`config.mk`:
```
export PLATFORM = sky130hd
export DESIGN_NAME = triplet_margin_loss_with_gradient
export DESIGN_NICKNAME = d
export VERILOG_FILES = /design/src/design/tml_pkg.sv /design/src/design/tml_store.sv /design/src/design/tml_sq.sv /design/src/design/tml_grad.sv /design/src/design/triplet_margin_loss_with_gradient.sv
export VERILOG_INCLUDE_DIRS = /design/src /design/src/design
export SDC_FILE = /design/constraint.sdc
export NUM_CORES = 2
export LEC_CHECK = 0
export CAP_MARGIN = 20
export CORE_UTILIZATION = 58
export DETAILED_ROUTE_END_ITERATION = 8
export DONT_BUFFER_PORTS = 1
export GPL_TIMING_DRIVEN = 0
export PLACE_DENSITY = 0.82
export SETUP_SLACK_MARGIN = 0.05
export SLEW_MARGIN = 10
export SYNTH_ARGS = -nofsm -noshare
export SYNTH_HDL_FRONTEND = slang
export SYNTH_SLANG_ARGS = --single-unit
```
`constraint.sdc`:
```
create_clock -name i_clk -period 7.12 [get_ports i_clk]
set_clock_uncertainty 0.1 [all_clocks]
set_input_delay 0.356 -clock i_clk [delete_from_list [all_inputs] [get_ports i_clk]]
set_output_delay 0.356 -clock i_clk [all_outputs]
set_load 0.01 [all_outputs]
```
`src/design/triplet_margin_loss_with_gradient_macros.svh`:
```
// ----------------------------------------------------------------------------
// triplet margin loss assertion macros
// shared property templates for the block checks
// ----------------------------------------------------------------------------
`ifndef TRIPLET_MARGIN_LOSS_WITH_GRADIENT_MACROS_SVH
`define TRIPLET_MARGIN_LOSS_WITH_GRADIENT_MACROS_SVH

// same-cycle implication
`define TML_ASSERT_NOW(lbl, clk, rst_n, ante, cons, msg) \
    lbl: assert property (@(posedge clk) disable iff (!rst_n) (ante) |-> (cons)) \
        else $error(msg);

// next-cycle implication
`define TML_ASSERT_NEXT(lbl, clk, rst_n, ante, cons, msg) \
    lbl: assert property (@(posedge clk) disable iff (!rst_n) (ante) |=> (cons)) \
        else $error(msg);

`endif

```
`src/design/tml_pkg.sv`:
```
// ----------------------------------------------------------------------------
// tml_pkg
// types and constants shared by the triplet margin loss modules
// ----------------------------------------------------------------------------
package tml_pkg;

    localparam int VAL_W   = 16;
    localparam int DIFF_W  = 17;
    localparam int PROD_W  = 34;
    localparam int DIST_W  = 40;
    localparam int LOSS_W  = 41;
    localparam int GRAD_W  = 20;
    localparam int CNT_W   = 6;
    localparam int APB_DW  = 64;
    localparam int APB_AW  = 3;

    localparam logic [APB_AW-1:0] ADDR_MARGIN  = 3'd0;
    localparam logic [DIST_W-1:0] MARGIN_RESET = 40'd65536;

    localparam logic KIND_LOSS = 1'b0;
    localparam logic KIND_GRAD = 1'b1;

    typedef struct packed {
        logic signed [DIFF_W-1:0] dp;
        logic signed [DIFF_W-1:0] dn;
    } t_diff_pair;

    typedef struct packed {
        logic                     en;
        logic signed [DIFF_W-1:0] operand;
    } t_sq_cmd;

    typedef struct packed {
        logic h;
        logic w;
    } t_grad_mode;

endpackage

```
`src/design/tml_store.sv`:
```
// ----------------------------------------------------------------------------
// tml_store
// difference memory, one write port and one registered read port
// ----------------------------------------------------------------------------
module tml_store
    import tml_pkg::*;
#(
    parameter int DEPTH  = 32,
    parameter int ADDR_W = 5
) (
    input  logic              i_clk,
    input  logic              i_wr_en,
    input  logic [ADDR_W-1:0] i_wr_addr,
    input  t_diff_pair        i_wr_data,
    input  logic [ADDR_W-1:0] i_rd_addr,
    output t_diff_pair        o_rd_data
);

    t_diff_pair r_mem [DEPTH];
    t_diff_pair r_rd_data;

    always_ff @(posedge i_clk) begin
        if (i_wr_en) begin
            r_mem[i_wr_addr] <= i_wr_data;
        end
        r_rd_data <= r_mem[i_rd_addr];
    end

    assign o_rd_data = r_rd_data;

endmodule

```
`src/design/tml_sq.sv`:
```
// ----------------------------------------------------------------------------
// tml_sq
// shared squaring unit, one registered product per command
// ----------------------------------------------------------------------------
module tml_sq
    import tml_pkg::*;
(
    input  logic              i_clk,
    input  t_sq_cmd           i_cmd,
    output logic [PROD_W-1:0] o_product
);

    logic signed [PROD_W-1:0] w_square;
    logic [PROD_W-1:0]        r_product;

    assign w_square = PROD_W'(i_cmd.operand) * PROD_W'(i_cmd.operand);

    always_ff @(posedge i_clk) begin
        if (i_cmd.en) begin
            r_product <= w_square;
        end
    end

    assign o_product = r_product;

endmodule

```
`src/design/tml_grad.sv`:
```
// ----------------------------------------------------------------------------
// tml_grad
// per-element gradients from the stored differences and hinge flags
// ----------------------------------------------------------------------------
module tml_grad
    import tml_pkg::*;
(
    input  t_diff_pair               i_diff,
    input  t_grad_mode               i_mode,
    output logic signed [GRAD_W-1:0] o_grad_anchor,
    output logic signed [GRAD_W-1:0] o_grad_positive,
    output logic signed [GRAD_W-1:0] o_grad_negative
);

    localparam int WIDE_W = GRAD_W + 1;

    logic signed [WIDE_W-1:0] w_dp2;
    logic signed [WIDE_W-1:0] w_dn2;
    logic signed [WIDE_W-1:0] w_extra;
    logic signed [WIDE_W-1:0] w_neg_term;
    logic signed [WIDE_W-1:0] w_ga;
    logic signed [WIDE_W-1:0] w_gp;

    function automatic logic signed [GRAD_W-1:0] sat_grad(input logic signed [WIDE_W-1:0] v);
        logic signed [WIDE_W-1:0] hi;
        logic signed [WIDE_W-1:0] lo;
        hi = WIDE_W'(2 ** (GRAD_W - 1) - 1);
        lo = -WIDE_W'(2 ** (GRAD_W - 1));
        if (v > hi) begin
            sat_grad = hi[GRAD_W-1:0];
        end else if (v < lo) begin
            sat_grad = lo[GRAD_W-1:0];
        end else begin
            sat_grad = v[GRAD_W-1:0];
        end
    endfunction

    assign w_dp2      = {{(WIDE_W-DIFF_W-1){i_diff.dp[DIFF_W-1]}}, i_diff.dp, 1'b0};
    assign w_dn2      = {{(WIDE_W-DIFF_W-1){i_diff.dn[DIFF_W-1]}}, i_diff.dn, 1'b0};
    assign w_extra    = (i_mode.h && i_mode.w) ? w_dp2 : '0;
    assign w_neg_term = i_mode.h ? w_dn2 : '0;
    assign w_ga       = w_dp2 + w_extra - w_neg_term;
    assign w_gp       = -w_dp2 - w_extra;

    assign o_grad_anchor   = sat_grad(w_ga);
    assign o_grad_positive = sat_grad(w_gp);
    assign o_grad_negative = sat_grad(w_neg_term);

endmodule

```
`src/design/triplet_margin_loss_with_gradient.sv`:
```
// ----------------------------------------------------------------------------
// triplet_margin_loss_with_gradient
// streamed triplet margin loss with per-element gradients
// ----------------------------------------------------------------------------
// One element of the anchor, positive and negative vectors is taken per
// start while busy is low. Each element takes the accept step and two
// passes through the single shared squaring multiplier, which forms
// (a-p)^2 and then (a-n)^2. On an element marked final the block runs
// the loss arithmetic in states LOSS1, LOSS2 and LOSS3, then emits the
// loss word followed by one gradient word per stored element, since the
// difference memory read port delivers one element per cycle. Result
// words are valid for one cycle only and cannot be stalled.
// Elements beyond VECTOR_LEN_MAX in one sample are dropped.
// ----------------------------------------------------------------------------
module triplet_margin_loss_with_gradient
    import tml_pkg::*;
#(
    parameter int VECTOR_LEN_MAX = 32
) (
    input  logic                     i_clk,
    input  logic                     i_rst_n,
    input  logic                     start,
    output logic                     busy,
    input  logic signed [VAL_W-1:0]  i_anchor_value,
    input  logic signed [VAL_W-1:0]  i_positive_value,
    input  logic signed [VAL_W-1:0]  i_negative_value,
    input  logic                     i_final_element,
    output logic                     o_result_valid,
    output logic                     o_result_kind,
    output logic [LOSS_W-1:0]        o_loss_value,
    output logic [CNT_W-1:0]         o_element_index,
    output logic signed [GRAD_W-1:0] o_grad_anchor,
    output logic signed [GRAD_W-1:0] o_grad_positive,
    output logic signed [GRAD_W-1:0] o_grad_negative,
    output logic                     o_run_end,
    input  logic                     psel,
    input  logic                     penable,
    input  logic                     pwrite,
    input  logic [APB_AW-1:0]        paddr,
    input  logic [APB_DW-1:0]        pwdata,
    output logic [APB_DW-1:0]        prdata,
    output logic                     pready
);

    localparam int ADDR_W = (VECTOR_LEN_MAX > 1) ? $clog2(VECTOR_LEN_MAX) : 1;
    localparam logic [CNT_W-1:0] LEN_MAX = CNT_W'(VECTOR_LEN_MAX);

    typedef enum logic [6:0] {
        S_IDLE  = 7'b0000001,
        S_MULP  = 7'b0000010,
        S_MULN  = 7'b0000100,
        S_LOSS1 = 7'b0001000,
        S_LOSS2 = 7'b0010000,
        S_LOSS3 = 7'b0100000,
        S_GRAD  = 7'b1000000
    } t_state;

    t_state                   r_state, n_state;
    logic [DIST_W-1:0]        r_margin;
    logic [DIST_W-1:0]        r_pos_sum, n_pos_sum;
    logic [DIST_W-1:0]        r_neg_sum, n_neg_sum;
    logic [CNT_W-1:0]         r_count, n_count;
    logic [CNT_W-1:0]         r_k, n_k;
    logic                     r_pend, n_pend;
    logic signed [DIFF_W-1:0] r_dp, n_dp;
    logic signed [DIFF_W-1:0] r_dn, n_dn;
    logic                     r_last, n_last;
    logic                     r_inc, n_inc;
    logic [LOSS_W-1:0]        r_sum, n_sum;
    logic [LOSS_W-1:0]        r_hinge, n_hinge;
    logic                     r_h, n_h;
    logic                     r_w, n_w;

    logic                     r_valid, n_valid;
    logic                     r_kind, n_kind;
    logic [LOSS_W-1:0]        r_loss, n_loss;
    logic [CNT_W-1:0]         r_index, n_index;
    logic signed [GRAD_W-1:0] r_ga, n_ga;
    logic signed [GRAD_W-1:0] r_gp, n_gp;
    logic signed [GRAD_W-1:0] r_gn, n_gn;
    logic                     r_run_end, n_run_end;

    logic                     w_accept;
    logic                     w_cfg_wr;
    logic                     w_wr_en;
    t_diff_pair               w_wr_data;
    t_diff_pair               w_rd_data;
    logic [CNT_W-1:0]         w_k_next;
    logic [ADDR_W-1:0]        w_rd_addr;
    t_sq_cmd                  w_sq_cmd;
    logic [PROD_W-1:0]        w_product;
    t_grad_mode               w_mode;
    logic signed [GRAD_W-1:0] w_ga, w_gp, w_gn;
    logic [LOSS_W:0]          w_loss_full;
    logic [DIST_W-1:0]        w_min;

    assign w_accept  = start && !busy;
    assign busy      = (r_state != S_IDLE);
    assign w_cfg_wr  = psel && penable && pwrite && pready && (paddr == ADDR_MARGIN);
    assign pready    = 1'b1;
    assign prdata    = (paddr == ADDR_MARGIN) ? APB_DW'(r_margin) : '0;

    assign w_wr_data.dp = DIFF_W'(i_anchor_value) - DIFF_W'(i_positive_value);
    assign w_wr_data.dn = DIFF_W'(i_anchor_value) - DIFF_W'(i_negative_value);
    assign w_wr_en      = w_accept && (r_count < LEN_MAX);

    assign w_k_next  = r_k + CNT_W'(1);
    assign w_rd_addr = (r_state == S_GRAD && w_k_next < LEN_MAX) ? w_k_next[ADDR_W-1:0] : '0;

    assign w_sq_cmd.en      = (r_state == S_MULP) || (r_state == S_MULN);
    assign w_sq_cmd.operand = (r_state == S_MULN) ? r_dn : r_dp;

    assign w_mode.h = r_h;
    assign w_mode.w = r_w;

    assign w_min       = (r_pos_sum < r_margin) ? r_pos_sum : r_margin;
    assign w_loss_full = (LOSS_W + 1)'(r_hinge) + (LOSS_W + 1)'(r_pos_sum);

    tml_store #(
        .DEPTH  (VECTOR_LEN_MAX),
        .ADDR_W (ADDR_W)
    ) u_store (
        .i_clk     (i_clk),
        .i_wr_en   (w_wr_en),
        .i_wr_addr (r_count[ADDR_W-1:0]),
        .i_wr_data (w_wr_data),
        .i_rd_addr (w_rd_addr),
        .o_rd_data (w_rd_data)
    );

    tml_sq u_sq (
        .i_clk     (i_clk),
        .i_cmd     (w_sq_cmd),
        .o_product (w_product)
    );

    tml_grad u_grad (
        .i_diff          (w_rd_data),
        .i_mode          (w_mode),
        .o_grad_anchor   (w_ga),
        .o_grad_positive (w_gp),
        .o_grad_negative (w_gn)
    );

    always_comb begin
        n_state   = r_state;
        n_pos_sum = r_pos_sum;
        n_neg_sum = r_neg_sum;
        n_count   = r_count;
        n_k       = r_k;
        n_pend    = 1'b0;
        n_dp      = r_dp;
        n_dn      = r_dn;
        n_last    = r_last;
        n_inc     = r_inc;
        n_sum     = r_sum;
        n_hinge   = r_hinge;
        n_h       = r_h;
        n_w       = r_w;
        n_valid   = 1'b0;
        n_kind    = r_kind;
        n_loss    = r_loss;
        n_index   = r_index;
        n_ga      = r_ga;
        n_gp      = r_gp;
        n_gn      = r_gn;
        n_run_end = r_run_end;

        // deferred add of the second square
        if (r_pend) begin
            n_neg_sum = r_neg_sum + DIST_W'(w_product);
        end

        case (r_state)
            S_IDLE: begin
                if (w_accept) begin
                    n_dp    = w_wr_data.dp;
                    n_dn    = w_wr_data.dn;
                    n_last  = i_final_element;
                    n_inc   = w_wr_en;
                    if (w_wr_en) begin
                        n_count = r_count + CNT_W'(1);
                    end
                    n_state = S_MULP;
                end
            end
            S_MULP: begin
                n_state = S_MULN;
            end
            S_MULN: begin
                if (r_inc) begin
                    n_pos_sum = r_pos_sum + DIST_W'(w_product);
                end
                n_pend  = r_inc;
                n_state = r_last ? S_LOSS1 : S_IDLE;
            end
            S_LOSS1: begin
                n_sum   = LOSS_W'(w_min) + LOSS_W'(r_margin);
                n_w     = (r_pos_sum <= r_margin);
                n_state = S_LOSS2;
            end
            S_LOSS2: begin
                n_h     = (r_sum > LOSS_W'(r_neg_sum));
                n_hinge = n_h ? (r_sum - LOSS_W'(r_neg_sum)) : '0;
                n_state = S_LOSS3;
            end
            S_LOSS3: begin
                n_valid   = 1'b1;
                n_kind    = KIND_LOSS;
                n_loss    = w_loss_full[LOSS_W] ? '1 : w_loss_full[LOSS_W-1:0];
                n_index   = '0;
                n_ga      = '0;
                n_gp      = '0;
                n_gn      = '0;
                n_run_end = (r_count == '0);
                n_k       = '0;
                if (r_count == '0) begin
                    n_pos_sum = '0;
                    n_neg_sum = '0;
                    n_state   = S_IDLE;
                end else begin
                    n_state   = S_GRAD;
                end
            end
            S_GRAD: begin
                n_valid   = 1'b1;
                n_kind    = KIND_GRAD;
                n_loss    = '0;
                n_index   = r_k;
                n_ga      = w_ga;
                n_gp      = w_gp;
                n_gn      = w_gn;
                n_run_end = (w_k_next == r_count);
                n_k       = w_k_next;
                if (w_k_next == r_count) begin
                    n_pos_sum = '0;
                    n_neg_sum = '0;
                    n_count   = '0;
                    n_state   = S_IDLE;
                end
            end
            default: begin
                n_state = S_IDLE;
            end
        endcase
    end

    always_ff @(posedge i_clk) begin
        if (!i_rst_n) begin
            r_state   <= S_IDLE;
            r_margin  <= MARGIN_RESET;
            r_pos_sum <= '0;
            r_neg_sum <= '0;
            r_count   <= '0;
            r_k       <= '0;
            r_pend    <= 1'b0;
            r_valid   <= 1'b0;
        end else begin
            r_state   <= n_state;
            r_pos_sum <= n_pos_sum;
            r_neg_sum <= n_neg_sum;
            r_count   <= n_count;
            r_k       <= n_k;
            r_pend    <= n_pend;
            r_valid   <= n_valid;
            if (w_cfg_wr) begin
                r_margin <= pwdata[DIST_W-1:0];
            end
        end
    end

    always_ff @(posedge i_clk) begin
        r_dp      <= n_dp;
        r_dn      <= n_dn;
        r_last    <= n_last;
        r_inc     <= n_inc;
        r_sum     <= n_sum;
        r_hinge   <= n_hinge;
        r_h       <= n_h;
        r_w       <= n_w;
        r_kind    <= n_kind;
        r_loss    <= n_loss;
        r_index   <= n_index;
        r_ga      <= n_ga;
        r_gp      <= n_gp;
        r_gn      <= n_gn;
        r_run_end <= n_run_end;
    end

    assign o_result_valid  = r_valid;
    assign o_result_kind   = r_kind;
    assign o_loss_value    = r_loss;
    assign o_element_index = r_index;
    assign o_grad_anchor   = r_ga;
    assign o_grad_positive = r_gp;
    assign o_grad_negative = r_gn;
    assign o_run_end       = r_run_end;

`include "triplet_margin_loss_with_gradient_macros.svh"

    `TML_ASSERT_NEXT(a_busy_after_start, i_clk, i_rst_n, w_accept, busy, "busy not raised after start")
    `TML_ASSERT_NOW(a_loss_first, i_clk, i_rst_n, $rose(o_result_valid), o_result_kind == KIND_LOSS, "run does not open with loss word")
    `TML_ASSERT_NEXT(a_grad_sequence, i_clk, i_rst_n, o_result_valid && o_result_kind == KIND_GRAD && !o_run_end, o_result_valid && o_result_kind == KIND_GRAD && o_element_index == $past(o_element_index) + 6'd1, "gradient words not consecutive")
    `TML_ASSERT_NEXT(a_gap_after_run, i_clk, i_rst_n, o_result_valid && o_run_end, !o_result_valid, "word after run end")

endmodule

```
==> flow_summary.ini <==
[run_status]
run_status = finished with violations
violated_checks = setup timing

[yosys]
ys_top_cells_by_area = sky130_fd_sc_hd__edfxtp_1, sky130_fd_sc_hd__fa_1, sky130_fd_sc_hd__ha_1, sky130_fd_sc_hd__dfxtp_1, sky130_fd_sc_hd__nand2_1
ys_warn_count = 0
post_synth_inst_count = 7165
ys_ff_latch = 1522
synthFlopType = sky130_fd_sc_hd__edfxtp_1
yosys.area.top_type = sky130_fd_sc_hd__edfxtp_1
synth_largest_type_area_fraction = 0.486
async_reset_ff_frac = 0
unique_masters_post_synth = 87
yosysMostFrequentCell = sky130_fd_sc_hd__edfxtp_1
netlist_area_sq_um = 83300
synth_commonest_cells = sky130_fd_sc_hd__edfxtp_1, sky130_fd_sc_hd__nand2_1, sky130_fd_sc_hd__inv_1
syn_avg_cell_area_sq_um = 11.6
ys_seq_area_frac = 0.528
synth_enable_flop_cells = 1347

[timing]
actual_slew_at_the_worst_max_slew_pin_ns = 1.26
max_freq_mhz = 128
setup_viol = 12
report.final.slew_viol_count = 0
slew-limit-headroom = 0.160
layout_worst_path_cycle_share = 1.09
final_hold_viol_count = 0
finalWorstSetupSlack_ns = -0.667
tns_ns = -4.23
period_minus_slack_ns = 7.79
grt_setup_unrepaired = true
hold_ws_ns = 0.0349

[worst_setup_path]
critPathMaxFanout = 7
critical_path_required_ns = 7.54
timing.critical_path.to_type = flip-flop
worstSetupStartpointType = flip-flop
criticalPathCategory = reg2reg
crit_arrival_ns = 8.20

[clock_network]
cts-htree-levels = 4
cts_buffers = 152
clock_latency_ns = 0.81
clkSinkCount = 1522
cts-root-buf = sky130_fd_sc_hd__clkbuf_16
tritoncts = yes
clk_transition_reported_paths_ns = 0.06
maximum_clock_insertion_buffer_count = 3

[grt]
grt_use_total = 0.346
grt.overflow.total = 0
first_pass_grt_wire_length_mm = 376
pin_count_of_the_biggest_net_entering_global_routing = 57
grt_antenna_before_repair = 17
number_of_global_route_vias_before_repair = 61500

[finish]
post_layout_nets = 8358
flow.area_growth_from_synthesis_pct = 14.7
fraction_of_final_layout_cells_sized_beyond_drive_strength_1 = 0.117

[floorplan]
die_area_sq_um = 145000
chipHeight_microns = 381
floorplan.core_area_sq_um = 142000
top_level_ports = 298
floorplan.die.width_microns = 381
start_util = 0.586
std_cell_rows = 138

[place]
dp_wirelength_mm = 189
gp_congestion = 1.04
numPortBuffers = 0

[routing]
antenna_violating_nets_post_route = 0
mean_routed_wirelength_per_cell_microns = 26.7
detailed_routing_iteration_count_for_the_pre_antenna_repair_pass = 8
drt_iter0_drc = 8365
vias = 62300
route.detailed.drc = 0
sum_of_routed_wire_length_over_all_layers_mm = 256
post_drt_via_cell_ratio = 6.50

[pwr]
power.ir.vdd_worst_v = 0.00225
total_switching_power_mw = 22.9
power_report.internal_total_mw = 30.7
switching_fraction = 0.427
power.share.clock = 0.155
leakagePower_nw = 35.9
power.density_cell_area_nw_per_um2 = 561
power.sequential.fraction = 0.212
comb_power_share = 0.633

[job]
drv.max_cap_violation_count = 0

[min_path]
hp-class = in2reg
==> layer usage <==
layer | share of wire | vias to the layer above | GRT usage | routed length [microns]
met2 | 0.46 | 4261 | 0.544 | 117000
li1 | - | 27200 | - | -
met5 | 0.00021 | - | 0 | 53
met3 | 0.13 | 758 | 0.107 | 33000
met1 | 0.35 | 30100 | 0.428 | 90500
met4 | 0.061 | 8 | 0.188 | 15700
==> per-stage QoR <==
stage	utilization	total power [mW]	cells	setup WS [ns]	instance area [sq um]
after global routing	0.672	55.8	9581	-0.784	95600
after global placement	0.605	34.3	9079	-2.27	85900
after CTS	0.669	48.4	9559	-0.535	95100
final	0.673	53.6	9588	-0.667	95600
after detailed placement	0.620	35.4	9161	-2.15	88100
after floorplan	-	28.7	7189	0.0495	83600
==> logic make-up (layout without fill, tap and decap cells) <==
family	Yosys count	in the layout	synth area share
AOI/OAI and AO/OA	1797	1797	0.141
xor gates and xnor gates	248	248	0.0263
adders and majority gates	675	675	0.127
buffers and inverters	985	1486	0.0472
DFF	1522	1522	0.528
muxes	150	150	0.0289
other	2	34	0.0000902
and+or+nand+nor	1786	1786	0.101
==> critical path, cell delays in order, from the launching register on <==
cell	delay, ns
sky130_fd_sc_hd__dfxtp_2	0.33
sky130_fd_sc_hd__or3_4	0.40
sky130_fd_sc_hd__nor3_4	0.20
sky130_fd_sc_hd__nand3b_1	0.11
sky130_fd_sc_hd__buf_6	0.19
sky130_fd_sc_hd__buf_12	0.15
sky130_fd_sc_hd__clkbuf_16	0.16
sky130_fd_sc_hd__mux2_4	0.29
sky130_fd_sc_hd__clkbuf_16	0.19
sky130_fd_sc_hd__nand2_2	0.05
sky130_fd_sc_hd__fa_1	0.49
sky130_fd_sc_hd__inv_2	0.06
sky130_fd_sc_hd__fa_2	0.65
sky130_fd_sc_hd__fa_1	0.46
sky130_fd_sc_hd__fa_1	0.50
sky130_fd_sc_hd__fa_1	0.49
sky130_fd_sc_hd__inv_1	0.05
sky130_fd_sc_hd__fa_1	0.50
sky130_fd_sc_hd__inv_2	0.05
sky130_fd_sc_hd__ha_4	0.23
sky130_fd_sc_hd__a21o_1	0.18
sky130_fd_sc_hd__a21oi_1	0.18
sky130_fd_sc_hd__o21bai_1	0.13
sky130_fd_sc_hd__and2_1	0.19
sky130_fd_sc_hd__a31o_2	0.21
sky130_fd_sc_hd__a211o_1	0.30
sky130_fd_sc_hd__a2111o_1	0.38
sky130_fd_sc_hd__o211ai_1	0.27
==> power groups by stage <==
stage | Combinational [mW] | Clock [mW] | Sequential (mW)
floorplan | 17.1 | 0 | 11.6
global placement | 22.7 | 0 | 11.5
detailed placement | 23.9 | 0 | 11.5
CTS | 28.8 | 8.28 | 11.4
global route | 35.8 | 8.63 | 11.4
finish | 33.9 | 8.30 | 11.4
==> cells in the final DEF (no fill, tap or decap), types with 41 or more instances in the layout <==
cell type                          n
sky130_fd_sc_hd__edfxtp_1       1347
sky130_fd_sc_hd__nand2_1         640
sky130_fd_sc_hd__inv_1           552
sky130_fd_sc_hd__ha_1            369
sky130_fd_sc_hd__o21ai_0         362
sky130_fd_sc_hd__nor2_1          332
sky130_fd_sc_hd__clkbuf_1        295
sky130_fd_sc_hd__fa_1            266
sky130_fd_sc_hd__a21oi_1         263
sky130_fd_sc_hd__and2_1          217
sky130_fd_sc_hd__a31oi_1         205
sky130_fd_sc_hd__dfxtp_1         173
sky130_fd_sc_hd__a211oi_1        167
sky130_fd_sc_hd__clkbuf_16       158
sky130_fd_sc_hd__nand3_1         151
sky130_fd_sc_hd__a21o_1          144
sky130_fd_sc_hd__o22ai_1         137
sky130_fd_sc_hd__o221ai_1        137
sky130_fd_sc_hd__xnor2_1         129
sky130_fd_sc_hd__buf_4            98
sky130_fd_sc_hd__xor2_1           84
sky130_fd_sc_hd__o211ai_1         71
sky130_fd_sc_hd__mux4_2           68
sky130_fd_sc_hd__nor3_1           64
sky130_fd_sc_hd__and3_1           59
sky130_fd_sc_hd__dlygate4sd3_1    56
sky130_fd_sc_hd__buf_2            54
sky130_fd_sc_hd__o21a_1           48
sky130_fd_sc_hd__nor2_4           46
sky130_fd_sc_hd__or4_1            41
==> registers in the layout, indices dropped and copies added (netlist names), 6 cells and up <==
name	count
o_element_index	6
o_grad_anchor	20
o_grad_negative	17
o_grad_positive	20
o_loss_value	41
r_count	6
r_dn	17
r_dp	17
r_hinge	41
r_k	6
r_margin	40
r_neg_sum	40
r_pos_sum	40
r_state	7
r_sum	41
u_sq.o_product	33
u_store.o_rd_data	34
u_store.r_mem	1088
==> path summary, 6_finish.rpt <==
path	to	from	cells after the start	slack, ns
worst max-delay path	u_sq.o_product[33]$_DFFE_PP_	r_state[3]$_SDFFE_PN0P_	27	-0.67
worst min-delay path	u_store.r_mem[5][7]$_DFFE_PP_	i_anchor_value[6]	3	0.03
worst max register to register	u_sq.o_product[33]$_DFFE_PP_	r_state[3]$_SDFFE_PN0P_	27	-0.67
worst min register to register	r_neg_sum[35]$_SDFF_PN0_	r_neg_sum[35]$_SDFF_PN0_	2	0.39
==> cell type report <==
| cell class | count | area, sq um |
|---|---|---|
| multi-input cells | 4682 | 36900 |
| flip-flops and latches | 1522 | 44000 |
| repair buffers | 218 | 2930 |
| well taps | 1890 | 2360 |
| clock inverters | 92 | 1130 |
| inverters | 598 | 2320 |
| plain buffers | 387 | 1890 |
| fillers | 9477 | 46500 |
| diodes | 8 | 20.0 |
| clock buffers | 191 | 4070 |
==> timing repair <==
item                                    4_1_cts  5_1_grt
hold buffers                                 56        0
endpoints found under the setup margin       30       24
buffers inserted                             58       21
gates cloned                                  2        0
hold endpoints to repair                     78        0
gates resized for setup                     172       93
pin swaps                                    47       84
Power figures use the tool's default switching activity.
